$ cat src/hdl/kpdd_ram.sv
`timescale 1ns / 1ps
// kpdd_ram: generic simple dual-port ram, one write port, one registered read port
// no dependencies

module kpdd_ram #(
    parameter int WIDTH = 8,
    parameter int DEPTH = 256
) (
    input  logic                     aclk,
    input  logic                     wr_en,
    input  logic [$clog2(DEPTH)-1:0] wr_addr,
    input  logic [WIDTH-1:0]         wr_data,
    input  logic [$clog2(DEPTH)-1:0] rd_addr,
    output logic [WIDTH-1:0]         rd_data
);

    logic [WIDTH-1:0] mem [DEPTH];

    always_ff @(posedge aclk) begin
        if (wr_en) begin
            mem[wr_addr] <= wr_data;
        end
        rd_data <= mem[rd_addr];
    end

endmodule

$ cat config.mk
export PLATFORM = sky130hd
export DESIGN_NAME = kpdd_ram
export DESIGN_NICKNAME = d
export VERILOG_FILES = /design/src/hdl/kpdd_ram.sv
export SDC_FILE = /design/constraint.sdc
export NUM_CORES = 2
export LEC_CHECK = 0
export ABC_AREA = 1
export BUFFER_PORTS_ARGS = -buffer_cell sky130_fd_sc_hd__buf_2
export CAP_MARGIN = 5
export CELL_PAD_IN_SITES_DETAIL_PLACEMENT = 0
export CELL_PAD_IN_SITES_GLOBAL_PLACEMENT = 1
export CORE_UTILIZATION = 50
export DETAILED_ROUTE_END_ITERATION = 7
export PLACE_DENSITY_LB_ADDON = 0.12
export SYNTH_ARGS = -nofsm -noshare
export SYNTH_HDL_FRONTEND = slang
export SYNTH_SLANG_ARGS = --single-unit
$ cat constraint.sdc
create_clock -name aclk -period 2.12 [get_ports aclk]
set_input_delay 0.106 -clock aclk [delete_from_list [all_inputs] [get_ports aclk]]
set_output_delay 0.106 -clock aclk [all_outputs]
set_load 0.05 [all_outputs]
==> metrics <==
outcome=complete, but fails checks; failing checks=design-rule violations; Post-Place Cell Area=just over 0.09 mm2; area grow syn2layout=17.5%; DRT iter0 DRCs=roughly 6300; Syn Nets=between 7000 and 8000; share of cells above drive strength 1=13.7%; Top Ports=34; total vias in the final route=56300; CP Max Fanout=1; cell area after layout=between 0.09 and 0.1 mm2; Overflow after GRT=0; worst min path class=in2reg; crit-path leading delay family=simple AND/OR/NAND/NOR gates; ys flop type=edfxtp_1; clock root cell=clkbuf_16; Slew Viols, Final=0; most numerous cell in the Yosys netlist=nand2_1; CP Data Required Time=2.85 ns; hold-critical path depth=4; sequence of cells on the critical path=nand2_1 > nand3_1 > nand3_1 > nand3_1 > nand3_1 > nand3_1 > nand3_1 > nand2_1 > nand2_1 > nand2_1; Top cell by count, worst path=nand3_1; ys async rst share=0%; clk_lat worst skew=0.85 ns; DRC errors left=6; global-route wire length before repair=357000 um; top cell type's share of synthesized area=73.7%; critical path depth=10; Max-Cap Viols=0; CTS buffer count=~210; non-filler cells, final=9863; largest family of logic cells by synthesized area=simple AND/OR/NAND/NOR gates; adder-cell share of the synthesized area=0%; CTS tree=built; Worst-path clk slew=0.06 ns; post-synthesis xor/xnor area fraction=0%; mapped cell area=0.0834 mm2; initial antenna violation count=6; # fillers=13300; nets=around 7500; RSZ-0062 raised after global routing=no; die area=0.168 mm2; gr usage total=28.8%; slowest CP cell=nand3_1; Clock Tree Buf Depth=3; Tmin final=roughly 2.0 ns; Worst-Margin Slew=0.758 ns; area of the multi-input gates=between 0.015 and 0.02 mm2; Cell variety after synth=14; WL/cell=24.5 um; Hold WS=about 0.15 ns; Pleak=between 30 and 40 nW; setup ws final=0.123 ns; Cells after DPL=about 9500; Setup crit end kind=flop; die width=slightly above 400 um; Buf/Inv on CP=0; highest clock rate=501 MHz; drt pass-1 iters=8; Synth Area in Simple Gates=between 20 and 25%; synthesized flop and latch total=between 2000 and 2500; mux cell area share after synthesis=0%; Initial Util=50.4%; Mean Syn Cell Area=around 12 um2; CTS H-Tree Depth=4; Tcrit/Tclk final=94.2%; Yosys Warn Count=0; top cells by area, synth=edfxtp_1 (74%), nand3_1 (12%), nand2_1 (9.6%); Rel. slew slack=approximately 50%; r2r worst-path depth=10; Synth area leader=edfxtp_1; Setup CP Type=reg2reg; Num Clock Sinks=roughly 2100; Post-synth EDFFs=2048; maximum vdd drop=0.947 mV; vias per inst=between 5 and 6; synth cell count leaders=nand2_1 (2123), edfxtp_1 (2048), nand3_1 (2019), nor2_1 (283), buf_2 (268); core area=about 0.17 mm2; setup violators final=0; hpwl dp=153000 um; Worst Setup Start Kind=flop; antenna viol nets, final=0; dpl ws=-0.398 ns; cells after synthesis=~7000; Hold Vio Cnt, Final=0; sequential area share after synthesis=73.9%; Final GP Congestion=a little under 0.9; row count=roughly 150; Sum Neg Setup Slack=0 ns; overall die height=~400 um; Reg area=slightly above 0.06 mm2; skew final=0.0240 ns; postcts setup bufs=0; Crit path largest cell delay=between 0.4 and 0.5 ns; vias in the first global route=around 54000; Cell Pwr Density=887 mW/mm2; routed wire length=241000 um; Synth Area in Compound Gates=0%; Buffers on Ports=33; crit path DAT=2.73 ns; largest net degree at the start of global routing=87
-- tightest hold or removal path, cell delays in order --
cell	delay, ns
buf_2	0.17
nor2_1	0.09
nand2_1	0.32
nor2_1	0.12
-- state kept, by name (all words and copies together), names as in the netlist --
name,flops
rd_data,8
mem,2048
-- layer usage --
metal  track usage [%]  routed length [um]  vias to the layer above
li1                  -                   -                    25900
met2              44.9              112000                     2298
met5                 0                   0                        -
met3              4.73               19400                      419
met4              9.59                7680                        0
met1              41.2              102000                    27700
-- area by class of cell --
class	instances	area share, %
antenna	1	0.00255
clock buffer	282	5.84
clock inverter	104	0.954
inverter	39	0.184
multi-input combinational	4425	19.6
sequential	2056	62.9
tap	2189	2.80
timing repair buffer	767	7.72
-- timing repair --
| item | 4_1_cts | 5_1_grt |
|---|---|---|
| hold buffers | 10 | 0 |
| resized for setup | 0 | 1 |
| endpoints found under the hold margin | 1901 | 0 |
| endpoints found under the setup margin | 0 | 1 |
-- report_power, final --
group	leakage [nW]	total, mW	internal (mW)	switching, mW
Combinational	13.6	6.02	1.83	4.18
Sequential	18.5	44.9	44.8	0.0619
Clock	3.25	36.0	20.9	15.1
Total	35.3	86.9	67.6	19.3
-- cells by family (layout without fill, tap and decap cells) --
kind of cell           Yosys count  in the layout
flip-flops                    2056           2056
buffers and inverters          522           1192
AND/OR/NAND/NOR               4425           4425
other                            0              1
-- final timing paths --
kind	from	end	slack, ns
max	mem[35][7]	rd_data[7]	0.12
min	wr_addr[6]	mem[5][5]	0.15
max reg2reg	mem[35][7]	rd_data[7]	0.12
min reg2reg	mem[71][1]	rd_data[1]	1.02
-- through the flow --
step                      power, mW  utilization (%)
after floorplan                48.5                -
after global placement         51.7             55.2
after detailed placement       51.7             55.2
after CTS                      87.3             59.2
after global routing           89.2             59.2
final                          86.9             59.2
-- layout by cell type, fill, tap and decap left out, drive strengths merged --
cell type / n
clkbuf: 282
nand3: 2019
edfxtp: 2048
buf: 757
clkinv: 83
dlygate4sd3: 10
diode: 1
dfxtp: 8
nor2: 283
nand2: 2123
inv: 41
clkinvlp: 1
bufinv: 18
Power figures use the tool's default switching activity.
